## src/design/tppb_pkg.sv

```systemverilog
// ---------------------------------------------------------------------------
// tppb_pkg
// Shared types and constants for the tiled page pixel box plotter.
// ---------------------------------------------------------------------------
`timescale 1ns / 1ps
`default_nettype none

package tppb_pkg;

    localparam int COORD_W     = 8;   // on-screen coordinate width
    localparam int TILE_W      = 16;  // byte offset within one page
    localparam int BAND_SIZE   = 16384;
    localparam int QUEUE_DEPTH = 4;
    localparam int QPTR_W      = $clog2(QUEUE_DEPTH);

    typedef enum logic [1:0] {
        OP_POINT = 2'd0,
        OP_BOX   = 2'd1,
        OP_FILL  = 2'd2,
        OP_READ  = 2'd3
    } t_op;

    typedef enum logic [1:0] {
        REG_DRAW_PAGE     = 2'd0,
        REG_XOR_MODE      = 2'd1,
        REG_DEFAULT_COLOR = 2'd2
    } t_reg;

    typedef enum logic [1:0] {
        ST_CLEAR,
        ST_IDLE,
        ST_WALK
    } t_state;

    // Classified command: op flags, clipped walk range, outline edge flags and colour.
    typedef struct packed {
        logic               read;
        logic               outline;
        logic               empty;
        logic [COORD_W-1:0] lx;
        logic [COORD_W-1:0] hx;
        logic [COORD_W-1:0] ly;
        logic [COORD_W-1:0] hy;
        logic               left_on;
        logic               right_on;
        logic               top_on;
        logic               bot_on;
        logic [7:0]         color;
    } t_cmd;

    // 8x8 tiled byte order inside one page
    function automatic logic [TILE_W-1:0] tile_addr(input logic [COORD_W-1:0] x,
                                                    input logic [COORD_W-1:0] y);
        tile_addr = {y[7:6], x[7:6], y[5:3], x[5:3], y[2:0], x[2:0]};
    endfunction

endpackage

`default_nettype wire

```

## src/design/tppb_queue.sv

```systemverilog
// ---------------------------------------------------------------------------
// tppb_queue
// Short command FIFO between classifier and pixel engine.
// ---------------------------------------------------------------------------
`timescale 1ns / 1ps
`default_nettype none

module tppb_queue
    import tppb_pkg::*;
(
    input  wire logic i_clk,
    input  wire logic i_rst_n,
    input  wire logic i_push,
    input  wire t_cmd i_cmd,
    output logic      o_full,
    input  wire logic i_pop,
    output logic      o_empty,
    output t_cmd      o_cmd
);

    t_cmd              r_mem [QUEUE_DEPTH];
    logic [QPTR_W-1:0] r_wr, r_rd;
    logic [QPTR_W:0]   r_cnt;
    logic [QPTR_W-1:0] n_wr, n_rd;
    logic [QPTR_W:0]   n_cnt;

    assign o_full  = (r_cnt == (QPTR_W+1)'(QUEUE_DEPTH));
    assign o_empty = (r_cnt == '0);
    assign o_cmd   = r_mem[r_rd];

    always_comb begin
        n_wr  = i_push ? QPTR_W'(r_wr + 1'b1) : r_wr;
        n_rd  = i_pop  ? QPTR_W'(r_rd + 1'b1) : r_rd;
        n_cnt = r_cnt + (QPTR_W+1)'(i_push) - (QPTR_W+1)'(i_pop);
    end

    always_ff @(posedge i_clk) begin
        if (!i_rst_n) begin
            r_wr  <= '0;
            r_rd  <= '0;
            r_cnt <= '0;
        end else begin
            r_wr  <= n_wr;
            r_rd  <= n_rd;
            r_cnt <= n_cnt;
        end
    end

    always_ff @(posedge i_clk) begin
        if (i_push) begin
            r_mem[r_wr] <= i_cmd;
        end
    end

endmodule

`default_nettype wire

```

## config.mk

```make
export PLATFORM = sky130hd
export DESIGN_NAME = tppb_queue
export DESIGN_NICKNAME = d
export VERILOG_FILES = /design/src/design/tppb_pkg.sv /design/src/design/tppb_queue.sv
export SDC_FILE = /design/constraint.sdc
export NUM_CORES = 1
export LEC_CHECK = 0
export BUFFER_PORTS_ARGS = -buffer_cell sky130_fd_sc_hd__buf_2
export CORE_ASPECT_RATIO = 0.75
export CORE_MARGIN = 2
export CORE_UTILIZATION = 45
export DETAILED_ROUTE_END_ITERATION = 16
export GPL_TIMING_DRIVEN = 0
export RECOVER_POWER = 25
export REMOVE_ABC_BUFFERS = 1
export SETUP_SLACK_MARGIN = 0.3
export SYNTH_ARGS = -nofsm -noshare
export SYNTH_HDL_FRONTEND = slang
export SYNTH_SLANG_ARGS = --single-unit
export TNS_END_PERCENT = 10
```

## constraint.sdc

```tcl
create_clock -name i_clk -period 2.5 [get_ports i_clk]
set_clock_uncertainty 0.05 [all_clocks]
set_input_delay 0.125 -clock i_clk [delete_from_list [all_inputs] [get_ports i_clk]]
set_output_delay 0.125 -clock i_clk [all_outputs]
set_load 0.1 [all_outputs]
```

* Word-level counts from Yosys, hierarchy flattened *
Memory sizes are Yosys's and may differ from the RTL's. A register that Yosys moved wholly into a read port is not among the register bits.
Cells that the tools add are included.

operators by class
  $add $sub $neg = 4
  multiplexer cells = 4
  equality and inequality tests = 1
  reductions and logical operators = 1

operators with widths
  cell                 count
  $add 2x1->2 const B  2
  $mux 2               2
  $add 3x1->3          1
  $eq 3x3->1 const B   1
  $logic_not 3->1      1
  $sub 3x1->3          1
  $mux 1               2

storage, ports and cells
  logic and storage cells = 14
  memories kept = 1
  register bits = 7
  RAM bits = 188

memories
  name   depth  width  rd ports  clocked after Yosys merged registers in  write ports  line              text
  r_mem  4      47     1         1                                        1            tppb_queue.sv:21  t_cmd r_mem [QUEUE_DEPTH];

* Longest topological paths before layout *
Gate-level depths: netlist of the first run.

  depth after elaboration = 3
  mapped depth = 7
  mapped depth without buffers = 7

* Worst setup path before layout of the first run *
OpenSTA, ideal clock, no wires.

  kind = flip-flop to output port
  start point = reg r_cnt[1]
  end point = out o_empty
  data arrival time = 2.392 ns
  cell stages (with the launch flop) = 2
  path buffers = 0
  data required time = 2.325 ns
  path slack = -0.067 ns
  cell sequence = dfxtp_1 -> nor3_1

on the way
  longest elaborated chain between the ends = 1

ends and longest elaborated chain
  element                 line              text
  from (decl)             tppb_queue.sv:23  logic [QPTR_W:0] r_cnt;
  from (signal assigned)  tppb_queue.sv:45  r_cnt <= n_cnt;
  $logic_not 3->1         tppb_queue.sv:28  assign o_empty = (r_cnt == '0);
  to (decl)               tppb_queue.sv:17  output logic o_empty,

No other way between the ends.

==> impl_metrics.json, run 1 <==
{
  "synth_mux_area_frac": 0.147,
  "postSynthAreaPerCell_um2": 25.2,
  "netlist_area_um2": 7250,
  "ir_worst_vdd_mv": 0.592,
  "nFillCells": 1169,
  "grt_pass1_vias": 3671,
  "multi_input_area_um2": 1300,
  "post-place-cells": 593,
  "via_count": 3419,
  "rrSetupSlack_ns": 0.63,
  "fmax_ghz": 0.472,
  "place_congestion": 0.674,
  "slew_viol_final": 0,
  "hp-class": "primary input to register",
  "area_delta_synth_final_pct": 26.2,
  "slew_headroom": 0.523,
  "dpl.hpwl_um": 7390,
  "yosysWarningCount": 0,
  "min_period_ns": 2.12,
  "final_hold_viol_count": 0,
  "worstPathMaxFanout": 25,
  "pin_count": 100,
  "ys_types": 21,
  "start_util": 0.457,
  "cts_max_level": 4,
  "first_pass_iters": 4,
  "nNetsFinal": 514,
  "grtUsageTotal": 0.158,
  "antenna_found_initial": 0,
  "yosys.area_share.simple": 0.0104,
  "clock-sinks": 197,
  "via_per_inst": 5.04,
  "p_per_area_nw_per_um2": 890,
  "p_int_w": 0.00577,
  "ant_nets": 0,
  "antenna_cells": 0,
  "final_cells": 678,
  "setup-violations-final": 0,
  "synth_top_family_by_area": "multiplexers",
  "critPathRequiredTime_ns": 2.33,
  "synth_compound_area_frac": 0.00207,
  "swShare": 0.292,
  "syn_inst": 288,
  "fp.dieH_um": 114,
  "drcViolationCount": 0,
  "tritoncts": "built",
  "final_area_um2": 9150,
  "rsz0062_at_grt": "false",
  "grt_first_pass_wirelength_um": 19700,
  "io_buffers": 99,
  "clock_latency_ns": 0.42,
  "maxCapViolCount": 0,
  "yosysSeqAreaShare": 0.804,
  "drtIter0Drc": 225,
  "overflow": 0,
  "die_w_um": 151,
  "coreArea_um2": 15900,
  "worst-setup-path-type": "register to output port",
  "root_buffer": "clkbuf_16",
  "p_leak_nw": 3.08,
  "clockBufferDepth": 2,
  "numCtsBuffers": 17,
  "synth_top_area_share": 0.779,
  "synthTopCellsByArea": "edfxtp_1 (78%), mux4_2 (15%), dfxtp_1 (2.5%), ha_1 (1.0%), buf_12 (0.83%)",
  "seq_area_um2": 5830,
  "pwr-share-comb": 0.203,
  "wl_um": 12500,
  "wire_per_inst_um": 18.5,
  "finish.utilization": 0.576,
  "dpl_cell_area_um2": 8040,
  "die_area_um2": 17200,
  "grt_max_degree": 27,
  "ys_seq_elements": 197,
  "outcome": "completed",
  "p_seq_frac": 0.473,
  "synth_top_cell_by_area": "edfxtp_1",
  "tightest_slew_ns": 0.716,
  "critPathCaptureType": "output port",
  "path_clk_slew_ns": 0.06,
  "start_kind": "register",
  "synthAdderAreaFrac": 0.0131,
  "finalCritPeriodShare": 0.847,
  "cp.arrival_ns": 1.94,
  "synth_xor_area_frac": 0.00570,
  "clockPowerShare": 0.324,
  "p_sw_w": 0.00238,
  "rows": 40,
  "layout-drive-gt1-share": 0.340
}
==> registers in the layout (all words and copies together) (netlist names), named ones only <==
register	cells
r_wr	2
r_mem	188
r_cnt	3
r_rd	2
==> worst max-delay path: stages (launching register included) <==
cell and delay [ns]:
dfxtp_4 0.59, buf_12 0.25, mux4_2 0.24, buf_2 0.43
==> layer usage <==
| metal | vias up | part of all wire | track usage |
|---|---|---|---|
| li1 | 1552 | - | - |
| met1 | 1764 | 0.44 | 0.203 |
| met2 | 91 | 0.49 | 0.257 |
| met3 | 12 | 0.062 | 0.0576 |
| met4 | 0 | 0.0081 | 0.0415 |
| met5 | - | 0 | 0 |
==> cells in the mapped netlist <==
cell	n
a21bo_2	1
a21oi_1	1
and2_1	6
and3_1	1
buf_12	3
buf_2	4
buf_4	1
buf_6	1
clkbuf_1	1
dfxtp_1	9
edfxtp_1	188
fa_1	1
ha_1	6
inv_1	7
mux2i_1	1
mux4_2	47
nand3b_1	1
nor2_1	5
nor3_1	1
xnor2_1	2
xor3_1	1
==> cell type report <==
class | count | area share
repair buffers | 159 | 0.126
clock inverters | 11 | 0.0148
flip-flops and latches | 197 | 0.638
multi-input cells | 74 | 0.142
clock buffers | 20 | 0.0477
inverters | 7 | 0.00287
well taps | 210 | 0.0287
==> power groups by stage <==
stage	Clock, W	Sequential, W	Combinational (W)
after floorplan	0	0.00394	0.00126
after global placement	0	0.00398	0.00150
after detailed placement	0	0.00395	0.00156
after CTS	0.00270	0.00385	0.00168
after global routing	0.00283	0.00386	0.00173
final	0.00264	0.00385	0.00166
==> worst paths after layout <==
path / startpoint / to / cells past startpoint
worst max register to register: r_wr[0] / r_mem[1][32] / 3
worst min-delay path: i_cmd[16] / r_mem[0][16] / 2
worst max-delay path: register / o_cmd[11] / 3
worst min register to register: r_rd[1] / register / 2
==> kinds of logic (layout without fill, tap and decap cells) <==
family | count (synthesis) | in the layout
adders and majority gates | 7 | 7
AOI/OAI and AO/OA | 2 | 2
muxes | 48 | 48
and+or+nand+nor | 14 | 14
buffers and inverters | 17 | 197
DFF | 197 | 197
xor gates and xnor gates | 3 | 3
==> stage by stage <==
step           hold WS [ns]  setup WS, ns  total power, W  setup TNS, ns
6_report              0.412         0.382         0.00814              0
5_1_grt               0.424         0.302         0.00842              0
4_1_cts               0.376         0.337         0.00824              0
3_5_place_dp          0.292         0.406         0.00551              0
3_3_place_gp          0.285         -1.68         0.00549        -170.90
2_1_floorplan         0.174        -0.652         0.00520         -30.69
==> layout by cell type (no fill, tap or decap), types with 2 or more instances in the layout <==
cell type,synthesis,routed
edfxtp_1,188,188
buf_2,4,68
dlygate4sd3_1,0,50
mux4_2,47,47
clkbuf_1,1,34
clkbuf_16,0,17
buf_12,3,8
inv_1,7,7
dfxtp_1,9,7
ha_1,6,6
nor2_1,5,5
clkinv_2,0,5
and2_2,0,4
bufinv_16,0,3
and2_1,6,2
xnor2_1,2,2
dfxtp_4,0,2
==> what timing repair did <==
| item | in CTS | in global routing |
|---|---|---|
| gates resized for setup | 1 | 0 |
| hold endpoints to repair | 197 | 0 |
| buffers inserted | 4 | 0 |
| setup endpoints to repair | 47 | 0 |
| hold buffers | 50 | 0 |
(Power assumes the default switching activity.)
==> run 2: changes to the inputs <==
--- a/config.mk
+++ b/config.mk
@@ -11,6 +11,7 @@
 export CORE_UTILIZATION = 45
 export DETAILED_ROUTE_END_ITERATION = 16
 export GPL_TIMING_DRIVEN = 0
+export PLACE_DENSITY = 0.67
 export RECOVER_POWER = 25
 export REMOVE_ABC_BUFFERS = 1
 export SETUP_SLACK_MARGIN = 0.3
==> constraint.sdc (replaced) <==
create_clock -name i_clk -period 1.8 [get_ports i_clk]
set_clock_uncertainty 0.05 [all_clocks]
set_input_delay 0.09 -clock i_clk [delete_from_list [all_inputs] [get_ports i_clk]]
set_output_delay 0.09 -clock i_clk [all_outputs]
set_load 0.1 [all_outputs]
==> run 2 against run 1 <==
- final cell count grew 1.2%
- first-iteration DRC count shrank 23%
- combinational power grew 64%
- the run now ends with setup timing left
- largest cell class unchanged
- largest power group unchanged
- sequential share of layout area shrank 3.6 points
==> impl_metrics.json, run 2 (same netlist as run 1, synthesis figures left out) <==
{
  "critPathTopFamily": "multiplexers",
  "tightest_slew_ns": 0.360,
  "die_area_um2": 17200,
  "io_buffers": 99,
  "finish.utilization": 0.612,
  "numCtsBuffers": 17,
  "seq_area_um2": 5840,
  "critical-path-max-stage-delay_ns": 0.54,
  "path_buf_inv": 3,
  "critPathCaptureType": "output port",
  "start_kind": "register",
  "grt_first_pass_wirelength_um": 20200,
  "drtIter0Drc": 173,
  "maxCapViolCount": 0,
  "clockBufferDepth": 2,
  "min_from": "i_push",
  "outcome": "finished, violations left",
  "via_count": 3388,
  "setup-violations-final": 47,
  "fmax_ghz": 0.499,
  "dpl.hpwl_um": 7530,
  "drcViolationCount": 0,
  "nFillCells": 1118,
  "p_leak_nw": 3.27,
  "grtUsageTotal": 0.166,
  "via_per_inst": 4.94,
  "coreArea_um2": 15900,
  "rows": 40,
  "path_cells": "buf_12 -> buf_16 -> mux4_2 -> buf_12",
  "worst-setup-path-type": "register to output port",
  "slew_viol_final": 0,
  "worstPathMaxFanout": 6,
  "first_pass_iters": 4,
  "layout_setup_ws_ns": -0.203,
  "cp.arrival_ns": 1.86,
  "pin_count": 100,
  "die_w_um": 151,
  "antenna_found_initial": 0,
  "root_buffer": "clkbuf_16",
  "finalCritPeriodShare": 1.11,
  "multi_input_area_um2": 1390,
  "area_delta_synth_final_pct": 33.8,
  "overflow": 0,
  "fp.dieH_um": 114,
  "tritoncts": "built",
  "wire_per_inst_um": 19.7,
  "place_congestion": 0.699,
  "layout-drive-gt1-share": 0.389,
  "cts_max_level": 4,
  "antenna_cells": 0,
  "p_per_area_nw_per_um2": 1180,
  "grt_max_degree": 30,
  "setup-tns-final_ns": -7.93,
  "cp_slowest_cell": "mux4_2",
  "r2r_start": "r_wr[0]",
  "ant_nets": 0,
  "min_period_ns": 2.00,
  "start_util": 0.457,
  "clock-sinks": 197,
  "critPathRequiredTime_ns": 1.66,
  "wl_um": 13500,
  "regMostFlops": "r_mem",
  "ir_worst_vdd_mv": 1.01,
  "nNetsFinal": 522,
  "final_cell_mix": "edfxtp_1 (188), dlygate4sd3_1 (50), mux4_2 (47)",
  "cp_common_cell": "buf_12",
  "hold_slack_ns": 0.0332,
  "path_clk_slew_ns": 0.06,
  "hp-class": "primary input to register",
  "clock_latency_ns": 0.42,
  "dpl_worst_slack_ns": -0.252,
  "reg.largest.list": "r_mem x188, r_cnt x3",
  "violations": "setup timing",
  "slew_headroom": 0.760,
  "grt_pass1_vias": 3715,
  "largest_reg_flops": 188,
  "final_hold_viol_count": 0,
  "final_common_cell": "edfxtp_1",
  "rsz0062_at_grt": "true"
}
[run 2: cell types whose count changed in the layout (fill, tap and decap cells not counted), moves of 5 or more]
cell      delta
clkinv_1     +6
and2_4       +5
ha_4         +6
buf_2       -43
buf_6       +45
ha_1         -6
clkbuf_1     -9
[run 2: repair_timing]
item                                    in CTS  in global routing
gates cloned                                 2                  1
hold buffers                                50                  0
pin swaps                                    6                  8
hold endpoints to repair                   197                  0
resized for setup                          127                 13
setup buffers                                8                  1
endpoints found under the setup margin     239                161
[run 2: worst paths after layout]
check                      end  slack, ns  cells past startpoint
setup / recovery      o_cmd[6]      -0.20                      4
hold / removal         r_wr[0]       0.03                      3
setup reg to reg  r_mem[2][32]       0.21                      4
hold reg to reg       register       0.54                      2
[run 2: tightest hold or removal path: cells and delay by family]
| family | cells | cell delay [ns] |
|---|---|---|
| buffers and inverters | 1 | 0.20 |
| XOR/XNOR | 1 | 0.11 |
| AND/OR/NAND/NOR | 1 | 0.07 |
[run 2: cell type report]
cell class                 instances  area share
sequential                       197       0.602
timing repair buffer             167       0.171
multi-input combinational         74       0.143
clock buffer                      17      0.0438
tap                              210      0.0271
clock inverter                    14     0.00980
inverter                           7     0.00322
[run 2: routing by layer]
| layer | up-vias | wire length [um] | GRT usage | part of all wire |
|---|---|---|---|---|
| met4 | 0 | 66 | 0.0434 | 0.0049 |
| li1 | 1562 | - | - | - |
| met5 | - | 0 | 0 | 0 |
| met1 | 1735 | 5940 | 0.212 | 0.44 |
| met2 | 87 | 6830 | 0.278 | 0.51 |
| met3 | 4 | 657 | 0.0528 | 0.049 |
[run 2: power breakdown]
part	leakage [nW]	switching (W)	total [W]	internal, W
combinational	1.21	0.00182	0.00273	0.000915
clock	0.251	0.00150	0.00336	0.00185
sequential	1.80	0.0000839	0.00535	0.00527
[run 2: per-stage QoR]
| step | power, W | cells | area [um2] |
|---|---|---|---|
| 2_1_floorplan | 0.00722 | 278 | 7150 |
| 3_3_place_gp | 0.00761 | 587 | 7910 |
| 3_5_place_dp | 0.00765 | 593 | 8040 |
| 4_1_cts | 0.0115 | 684 | 9640 |
| 5_1_grt | 0.0118 | 686 | 9700 |
| 6_report | 0.0114 | 686 | 9700 |
