===== src/design/tppb_pkg.sv =====
// ---------------------------------------------------------------------------
// tppb_pkg
// Shared types and constants for the tiled page pixel box plotter.
// ---------------------------------------------------------------------------
`timescale 1ns / 1ps
`default_nettype none

package tppb_pkg;

    localparam int COORD_W     = 8;   // on-screen coordinate width
    localparam int TILE_W      = 16;  // byte offset within one page
    localparam int BAND_SIZE   = 16384;
    localparam int QUEUE_DEPTH = 4;
    localparam int QPTR_W      = $clog2(QUEUE_DEPTH);

    typedef enum logic [1:0] {
        OP_POINT = 2'd0,
        OP_BOX   = 2'd1,
        OP_FILL  = 2'd2,
        OP_READ  = 2'd3
    } t_op;

    typedef enum logic [1:0] {
        REG_DRAW_PAGE     = 2'd0,
        REG_XOR_MODE      = 2'd1,
        REG_DEFAULT_COLOR = 2'd2
    } t_reg;

    typedef enum logic [1:0] {
        ST_CLEAR,
        ST_IDLE,
        ST_WALK
    } t_state;

    // Classified command: op flags, clipped walk range, outline edge flags and colour.
    typedef struct packed {
        logic               read;
        logic               outline;
        logic               empty;
        logic [COORD_W-1:0] lx;
        logic [COORD_W-1:0] hx;
        logic [COORD_W-1:0] ly;
        logic [COORD_W-1:0] hy;
        logic               left_on;
        logic               right_on;
        logic               top_on;
        logic               bot_on;
        logic [7:0]         color;
    } t_cmd;

    // 8x8 tiled byte order inside one page
    function automatic logic [TILE_W-1:0] tile_addr(input logic [COORD_W-1:0] x,
                                                    input logic [COORD_W-1:0] y);
        tile_addr = {y[7:6], x[7:6], y[5:3], x[5:3], y[2:0], x[2:0]};
    endfunction

endpackage

`default_nettype wire


===== src/design/tppb_front.sv =====
// ---------------------------------------------------------------------------
// tppb_front
// Command classifier: orders corners, clips to the screen, picks the colour.
// ---------------------------------------------------------------------------
`timescale 1ns / 1ps
`default_nettype none

module tppb_front
    import tppb_pkg::*;
#(
    parameter int SCREEN_WIDTH  = 256,
    parameter int SCREEN_HEIGHT = 192
) (
    input  wire logic [1:0]         i_operation,
    input  wire logic signed [15:0] i_x_first,
    input  wire logic signed [15:0] i_y_first,
    input  wire logic signed [15:0] i_x_second,
    input  wire logic signed [15:0] i_y_second,
    input  wire logic               i_color_given,
    input  wire logic [7:0]         i_color,
    input  wire logic [7:0]         i_default_color,
    output t_cmd                    o_cmd
);

    localparam logic signed [16:0] XMAX = 17'(SCREEN_WIDTH - 1);
    localparam logic signed [16:0] YMAX = 17'(SCREEN_HEIGHT - 1);

    logic              is_box;
    logic signed [15:0] bx, ex, by, ey;

    always_comb begin
        is_box = (i_operation == OP_BOX) || (i_operation == OP_FILL);
        if (is_box) begin
            bx = (i_x_first < i_x_second) ? i_x_first : i_x_second;
            ex = (i_x_first < i_x_second) ? i_x_second : i_x_first;
            by = (i_y_first < i_y_second) ? i_y_first : i_y_second;
            ey = (i_y_first < i_y_second) ? i_y_second : i_y_first;
        end else begin
            bx = i_x_first;
            ex = i_x_first;
            by = i_y_first;
            ey = i_y_first;
        end

        o_cmd.read    = (i_operation == OP_READ);
        o_cmd.outline = (i_operation == OP_BOX);
        o_cmd.empty   = ex[15] || (17'(bx) > XMAX) || ey[15] || (17'(by) > YMAX);
        o_cmd.lx      = bx[15] ? '0 : bx[COORD_W-1:0];
        o_cmd.hx      = (17'(ex) > XMAX) ? XMAX[COORD_W-1:0] : ex[COORD_W-1:0];
        o_cmd.ly      = by[15] ? '0 : by[COORD_W-1:0];
        o_cmd.hy      = (17'(ey) > YMAX) ? YMAX[COORD_W-1:0] : ey[COORD_W-1:0];
        // an outline edge is drawn only if the unclipped edge is on screen
        o_cmd.left_on  = !bx[15];
        o_cmd.right_on = (17'(ex) <= XMAX);
        o_cmd.top_on   = !by[15];
        o_cmd.bot_on   = (17'(ey) <= YMAX);
        o_cmd.color    = i_color_given ? i_color : i_default_color;
    end

endmodule

`default_nettype wire


===== config.mk =====
export PLATFORM = sky130hd
export DESIGN_NAME = tppb_front
export DESIGN_NICKNAME = d
export VERILOG_FILES = /design/src/design/tppb_pkg.sv /design/src/design/tppb_front.sv
export SDC_FILE = /design/constraint.sdc
export NUM_CORES = 1
export LEC_CHECK = 0
export BUFFER_PORTS_ARGS = -buffer_cell sky130_fd_sc_hd__buf_2
export CORE_AREA = 2 2 69 71
export DETAILED_ROUTE_END_ITERATION = 16
export DIE_AREA = 0 0 71 73
export GPL_TIMING_DRIVEN = 0
export PLACE_DENSITY = 0.88
export SLEW_MARGIN = 15
export SYNTH_ARGS = -nofsm -noshare
export SYNTH_HDL_FRONTEND = slang
export SYNTH_SLANG_ARGS = --single-unit

===== constraint.sdc =====
create_clock -name vclk -period 4
set_clock_uncertainty 0.2 [all_clocks]
set_input_delay 0.8 -clock vclk [all_inputs]
set_output_delay 0.8 -clock vclk [all_outputs]
set_load 0.02 [all_outputs]

# Word level (Yosys, flattened, before mapping)
# Index checks and enable logic that the tools add are counted.
totals:
  ff_bits: 0
  inputBits: 83
  wordCells: 30
classes:
  n_lt_le_gt_ge: 8
  n_eq_ne: 3
  mux: 13
  n_reduce_logical: 6
op_table:
  columns: ["operator", "n"]
  rows:
  - ["16-bit 2-to-1 mux", 8]
  - ["16-bit by 9-bit > comparator with 1-bit output, second input constant", 4]
  - ["8-bit 2-to-1 mux", 5]
  - ["16-bit by 9-bit <= comparator with 1-bit output, second input constant", 2]
  - ["16-bit less-than comparator", 2]
  - ["2-bit == test, second input constant", 2]
  - ["1-bit logical OR", 4]
  - ["2-bit by 1-bit == test with 1-bit output, second input constant", 1]
  - ["1-bit zero test", 2]

# Logic depth before layout (Yosys ltp)
# Gate-level depths: netlist (run 1).
depth:
  ltp_word: 7
  ltp_mapped: 11
  depth_no_buf: 11

# Worst setup path before layout (run 1)
# Ideal clock, no wire load.
synth_path:
  path_type: "input to output"
  startpoint: "input i_y_second[15]"
  endpoint: "output o_cmd[12] (netlist bit)"
  arrival_time_ns: 2.905
  required_ns: 3.000
  path_slack_ns: 0.095
  cell_stages: 10
  path_buffers: 1
  cell_sequence: "clkinv_1 ha_1 nand4_1 nor3_2 o211ai_1 o211ai_1 nand2b_1 a21oi_1 buf_6 mux2i_1"
synth_rtl:
  columns: ["element", "line", "source"]
  rows:
  - ["from (decl)", "tppb_front.sv:18", "input wire logic signed [15:0] i_y_second,"]
  - ["to (decl)", "tppb_front.sv:22", "output t_cmd o_cmd"]

==> results of run 1 <==
==> placed cells by master (no fill, tap or decap), types with 8 or more instances in the layout <==
master,synthesis,routed
buf_2,0,118
nor3_1,11,10
a21oi_1,10,9
nand2_1,21,21
buf_4,1,12
mux2_2,8,8
nor2_1,34,34
nand2b_1,12,12
mux2i_1,25,24
inv_1,32,29
ha_1,32,28
==> path summary, 6_finish.rpt <==
kind           start   endpoint  slack, ns  cells past startpoint
min   i_y_second[15]   o_cmd[9]       1.71                      3
max   i_y_second[15]  o_cmd[18]       0.06                     12
==> routing by layer <==
layer	share of wire [%]	global-route usage [%]	vias to the layer above
li1	-	-	1187
met1	41	25.8	1114
met2	52	39.3	113
met3	6.5	1.80	3
met4	0.28	1.47	0
met5	0	0	-
==> logic make-up after synthesis <==
group / count (synthesis) / share of synthesized area, %
AO/OA/AOI/OAI: 45 / 20.3
adder cells (fa/ha/maj): 32 / 21.5
buffers and inverters: 43 / 10.1
multiplexers: 35 / 20.3
AND/OR/NAND/NOR: 104 / 27.8
==> layout make-up <==
| cell class | count | area [um^2] | area share, % |
|---|---|---|---|
| inverter | 34 | 135 | 4.87 |
| buffer | 8 | 48.8 | 1.76 |
| multi-input combinational | 216 | 1750 | 63.2 |
| tap | 54 | 67.6 | 2.44 |
| timing repair buffer | 136 | 769 | 27.7 |
==> per-stage QoR <==
stage                     instance area (um^2)  utilization (%)  setup WS [ns]
after floorplan                           1860                -         0.0954
after global placement                    2570             56.8         -0.399
after detailed placement                  2570             56.8         -0.442
after CTS                                 2610             57.5        0.00695
after global routing                      2770             61.2        -0.0637
final                                     2770             61.2         0.0633
==> power groups by stage <==
stage / registers [mW] / logic [mW] / clock network, mW
after global routing: 0 / 0.473 / 0
final: 0 / 0.434 / 0
after detailed placement: 0 / 0.398 / 0
after global placement: 0 / 0.389 / 0
after floorplan: 0 / 0.263 / 0
after CTS: 0 / 0.405 / 0
==> critical path: cells and delay by family <==
kind,cells,cell delay [ns]
AO/OA/AOI/OAI,3,0.62
AND/OR/NAND/NOR,3,0.50
buffers and inverters,4,0.43
adder cells (fa/ha/maj),1,0.27
multiplexers,1,0.31
==> timing repair <==
item	4_1_cts	5_1_grt
setup buffers	1	5
gates resized for setup	6	30
cloned	0	1
pin swaps	2	12
setup endpoints to repair	32	36
==> out/qor.yml, run 1 <==
finalMaxSlewViolations: 0
critPathSlowestCell: "mux2_4"
die-area_um2: 5180
tightestPinTransition_ns: 0.543
fin_setup_tns_ns: 0
yosysSeqAreaShare_pct: 0
required_ns: 3.00
antenna_found_initial: 0
maxCapViolCount: 0
criticalPathCategory: "in2out"
finalNonFillerCells: 448
crit_fanout: 5
std_cell_rows: 25
hold_class: "in2out"
dpl.cell_count: 442
cpPeakStageDelay_ns: 0.31
p_sw_mw: 0.247
ios: 130
seqPwrFrac_pct: 0
start_util_pct: 41.0
relSlewSlack_pct: 63.8
p_total_mw: 0.434
synth_area_leaders: "ha_1 (22%), mux2i_1 (13%), nor2_1 (6.9%)"
antennaDiodeCount: 0
dr.pass1.iters: 4
seqCellArea_um2: 0
yosys.area.top_type_share_pct: 21.5
p_int_mw: 0.187
ys_warn_count: 0
layout_min_cycle_time_ns: 3.94
syn_avg_cell_area_um2: 7.19
synth_cells: 259
rsz0062_at_grt: "true"
clkPwrFrac_pct: 0
drive_gt1_share_pct: 45.7
syn_area_um2: 1860
grt_use_total_pct: 20.5
period_share_pct: 98.4
cp-start-kind: "input pin"
drt-total-wl_um: 5980
design.seq.count: 0
grt_max_degree: 11
avgViaCountPerCell: 5.40
crit_chain: "buf_12, inv_8, ha_4, nand4_1, nor3_2, o211ai_1, o211ai_1, nand2b_1, a21oi_2, buf_6, mux2_4, buf_6"
die_height_um: 73
grt_overflow: 0
final_nets: 511
gp_congestion: 0.811
fmax_mhz: 254
power_density_nw_per_um2: 156
vias: 2417
cts_hold_buf: 0
nClkBuffers: 0
grt_pass1_vias: 2234
status: "finished, final reports clean"
wl_per_cell_um: 13.4
synth_top_cells_by_count: "nor2_1 (34), ha_1 (32), inv_1 (32)"
yosysTopAreaCell: "ha_1"
synth_nets: 374
worst_hold_slack_ns: 1.71
synth.most_common_cell: "nor2_1"
fillerInstances: 411
drt_iter0_drc: 113
switching_share_pct: 56.9
combinationalPowerShare_pct: 100.0
hold_viol: 0
hpwlAfterDp_um: 4700
core_um2: 4540
die_w_um: 71
setup_viol: 0
cp_data_arrival_time_ns: 2.94
synth.distinct_cells: 44
power.leakage_nw: 1.47
io_buffers: 129
antenna_left: 0
remaining_drc_errors: 0
endpoint_kind: "primary output"
grt_pass1_wl_um: 9200
ir_worst_vdd_uv: 60.9
area_delta_synth_final_pct: 49.0
No activity file was read; power rests on OpenSTA's default activity.
==> run 2, diff against run 1 <==
ABC_AREA = 1   (was unset)
PLACE_DENSITY = 0.87   (was 0.88)
==> run 2 against run 1 <==
  * Area after synthesis shrank 2.4%
  * Sequential cell count unchanged
  * Synthesized cell count up 22%
  * Via count down 0.62%
  * Global-route usage is 2.0 points lower
  * Critical path type unchanged
  * Sequential share of layout area unchanged
  * Final area down 8.7%
  * Clock-buffer cell count did not move
  * Non-clock buffer count fell by 10
  * Hold slack better by 0.036 ns
  * Utilization shrank 5.3 points
  * Routed wire length fell by 17%
==> out/qor.yml, run 2 <==
start_util_pct: 40.1
ir_worst_vdd_uv: 106
power_density_nw_per_um2: 175
nClkBuffers: 0
avgViaCountPerCell: 4.82
synth_nets: 430
gp_congestion: 0.839
antennaDiodeCount: 0
die_height_um: 73
std_cell_rows: 25
ys_warn_count: 0
fin_util_pct: 55.9
grt_pass1_wl_um: 8370
syn_area_um2: 1820
power.leakage_nw: 1.62
relSlewSlack_pct: 69.9
drt-total-wl_um: 5000
cp-start-kind: "input pin"
die-area_um2: 5180
grt_pass1_vias: 2103
final_common_cell: "buf_2"
synth_area_leaders: "ha_1 (22%), nand2_1 (16%), inv_1 (13%)"
yosysSeqAreaShare_pct: 0
io_buffers: 129
layout_min_cycle_time_ns: 3.78
syn_avg_cell_area_um2: 5.77
core_um2: 4540
ios: 130
maxCapViolCount: 0
status: "finished, final reports clean"
place_ws_ns: 0.232
mostFrequentLayoutCells: "buf_2 (130), nand2_1 (78), inv_1 (61), ha_1 (32)"
finalNonFillerCells: 498
synth_cells: 315
hpwlAfterDp_um: 4480
synth.most_common_cell: "nand2_1"
vias: 2402
tightestPinTransition_ns: 0.447
antenna_found_initial: 0
finalMaxSlewViolations: 0
period_share_pct: 94.4
cts_hold_buf: 0
die_w_um: 71
crit_fanout: 9
area_delta_synth_final_pct: 39.4
fmax_mhz: 265
setup_viol: 0
remaining_drc_errors: 0
criticalPathCategory: "in2out"
antenna_left: 0
final_nets: 561
grt_overflow: 0
grt_max_degree: 11
required_ns: 3.00
synth.distinct_cells: 31
fin_setup_tns_ns: 0
yosysTopAreaCell: "ha_1"
dpl-instance-area_um2: 2530
finalInstanceArea_um2: 2530
endpoint_kind: "primary output"
dpl.cell_count: 498
design.seq.count: 0
wl_per_cell_um: 10.0
drive_gt1_share_pct: 40.5
grt_use_total_pct: 18.5
synth_top_cells_by_count: "nand2_1 (79), inv_1 (61), ha_1 (32)"
layout_setup_ws_ns: 0.223
hold_class: "in2out"
drt_iter0_drc: 68
yosys.area.top_type_share_pct: 22.0
rsz0062_at_grt: "false"
cp_data_arrival_time_ns: 2.78
hold_viol: 0
dr.pass1.iters: 4
seqCellArea_um2: 0
## run 2: layout make-up
type	count	area (um^2)
Tap cell	54	67.6
Fill cell	460	2000
Multi-Input combinational cell	244	1540
Inverter	66	250
Buffer	5	31.3
Timing Repair Buffer	129	646
## run 2: path summary, 6_finish.rpt
check	startpoint	endpoint	cells past startpoint
worst min-delay path	i_color[1]	o_cmd[1]	3
worst max-delay path	i_x_second[15]	o_cmd[34]	14
## run 2: through the flow
step	hold WS (ns)	total power, mW
global placement	1.74	0.434
global route	1.76	0.495
detailed placement	1.74	0.443
CTS	1.75	0.445
finish	1.74	0.443
floorplan	1.59	0.301
## run 2: per-layer routing
metal / wire length, um / share of wire (%) / up-vias / GRT usage, %
met2: 2530 / 51 / 95 / 36.9
met4: 32 / 0.64 / 0 / 3.14
met3: 313 / 6.3 / 5 / 0.829
li1: - / - / 1286 / -
met5: 0 / 0 / - / 0
met1: 2120 / 43 / 1016 / 21.9
## run 2: cells by family (layout without fill, tap and decap cells)
| kind of cell | count (synthesis) | in the layout | share of synthesized area, % |
|---|---|---|---|
| and+or+nand+nor | 147 | 147 | 40.0 |
| muxes | 8 | 8 | 4.96 |
| AOI/OAI and AO/OA | 57 | 57 | 17.6 |
| adders and majority gates | 32 | 32 | 22.0 |
| buffers and inverters | 71 | 200 | 15.5 |
## run 2: what timing repair did
item                                    CTS  global route
setup buffers                             0             0
hold endpoints to repair                  0             0
resized for setup                         0             1
endpoints found under the setup margin    0             1
## run 2: report_power, final
part	leakage, nW	total [mW]	switching [mW]	internal [mW]
sequential	0	0	0	0
clock	0	0	0	0
combinational	1.62	0.443	0.278	0.165
total	1.62	0.443	0.278	0.165
## run 2: worst max-delay path: stages
cell and delay (ns):
buf_2 0.09, inv_1 0.05, ha_1 0.35, nand4_1 0.14
nor3_1 0.18, nand2_1 0.12, nand2_1 0.10, nand2_1 0.09
nand2_1 0.10, nand2_2 0.12, nand2_1 0.12, nand3_2 0.18
o211ai_1 0.15, buf_2 0.19
==> run 3, diff against run 2 <==
==> constraint.sdc (replaced) <==
create_clock -name vclk -period 4
set_clock_uncertainty 0.2 [all_clocks]
set_input_delay 0.8 -clock vclk [all_inputs]
set_output_delay 0.8 -clock vclk [all_outputs]
set_load 0.01 [all_outputs]
==> run 3 against run 2 <==
  * First-iteration DRC count stayed put
  * Sequential cell count stayed put
  * Critical path depth down 3
  * Highest routed layer unchanged
  * Hold slack worse by 0.034 ns
  * Cell count unchanged
  * Largest power group unchanged
  * Clock-buffer cell count unchanged
  * Utilization fell by 0.055 points
  * Combinational power is 11% lower
  * Non-clock buffer count did not move
  * Maximum frequency increased by 0.56%
  * Via count unchanged
==> out/qor.yml, run 3 (synthesized netlist as in run 2, its figures left out) <==
status: "finished, final reports clean"
power.leakage_nw: 1.62
relSlewSlack_pct: 69.9
remaining_drc_errors: 0
required_ns: 3.00
drt-total-wl_um: 5000
dr.pass1.iters: 4
avgViaCountPerCell: 4.82
hold_viol: 0
cts_hold_buf: 0
drt_iter0_drc: 68
fillerInstances: 461
cp_data_arrival_time_ns: 2.76
startpoint: "i_operation[0]"
whs_path_depth: 3
final_common_cell: "buf_2"
power_density_nw_per_um2: 156
antennaDiodeCount: 0
final_nets: 561
grt_pass1_wl_um: 8370
die-area_um2: 5180
core_um2: 4540
seqCellArea_um2: 0
fmax_mhz: 266
area_delta_synth_final_pct: 39.2
design.seq.count: 0
period_share_pct: 93.9
multi_input_area_um2: 1540
die_height_um: 73
setup_viol: 0
grt_pass1_vias: 2103
tightestPinTransition_ns: 0.447
crit_fanout: 10
cp-start-kind: "input pin"
drive_gt1_share_pct: 40.3
place_ws_ns: 0.266
hold_class: "in2out"
endpoint_kind: "primary output"
rsz0062_at_grt: "false"
antenna_left: 0
grt_use_total_pct: 18.5
finalMaxSlewViolations: 0
maxCapViolCount: 0
mostFrequentLayoutCells: "buf_2 (130), nand2_1 (79), inv_1 (61), ha_1 (32), a21oi_1 (19)"
grt_max_degree: 11
layout_min_cycle_time_ns: 3.76
nClkBuffers: 0
fin_setup_tns_ns: 0
wl_per_cell_um: 10.0
hold_start: "i_color[1]"
start_util_pct: 40.1
layout_setup_ws_ns: 0.243
io_buffers: 129
ios: 130
ir_worst_vdd_uv: 90.2
criticalPathCategory: "in2out"
gp_congestion: 0.839
std_cell_rows: 25
hpwlAfterDp_um: 4480
grt_overflow: 0
antenna_found_initial: 0
cts_setup_buffers: 0
die_w_um: 71
cts_resized: 0
vias: 2402
run 3: cell types whose count changed in the layout (fill, tap and decap cells not counted):
cell / before / now
nand2_1: 78 / 79
nand2_2: 19 / 18
run 3: path summary, 6_finish.rpt:
kind | slack, ns | to
hold / removal | 1.71 | o_cmd[1]
setup / recovery | 0.24 | o_cmd[44]
run 3: per-stage QoR:
step                total power, mW  util, %  hold WS, ns  instances  area [um^2]
global route                  0.448     55.8         1.73        498         2530
finish                        0.396     55.8         1.71        498         2530
global placement              0.388     55.8         1.71        498         2530
CTS                           0.399     55.8         1.71        498         2530
floorplan                     0.254        -         1.54        315         1820
detailed placement            0.397     55.8         1.71        498         2530
run 3: final cells by class:
cell class	instances	area share (%)
repair buffers	129	25.5
multi-input cells	244	60.7
plain buffers	5	1.24
inverters	66	9.89
well taps	54	2.67
run 3: worst max-delay path, stage by stage:
cell      delay [ns]
buf_2           0.11
ha_1            0.31
inv_1           0.22
clkbuf_1        0.41
nand4_1         0.14
nand2_1         0.28
nand2_1         0.10
nor2_1          0.11
nor2_1          0.05
nand3_1         0.09
buf_2           0.14
run 3: report_power, final:
| group | leakage, nW | switching, mW | internal (mW) | total, mW |
|---|---|---|---|---|
| clock | 0 | 0 | 0 | 0 |
| combinational | 1.62 | 0.231 | 0.165 | 0.396 |
| sequential | 0 | 0 | 0 | 0 |
| total | 1.62 | 0.231 | 0.165 | 0.396 |
run 3: metal layers:
layer | wire [um] | track usage [%]
met5 | 0 | 0
met4 | 32 | 3.14
met3 | 313 | 0.829
met2 | 2530 | 36.9
met1 | 2120 | 21.9
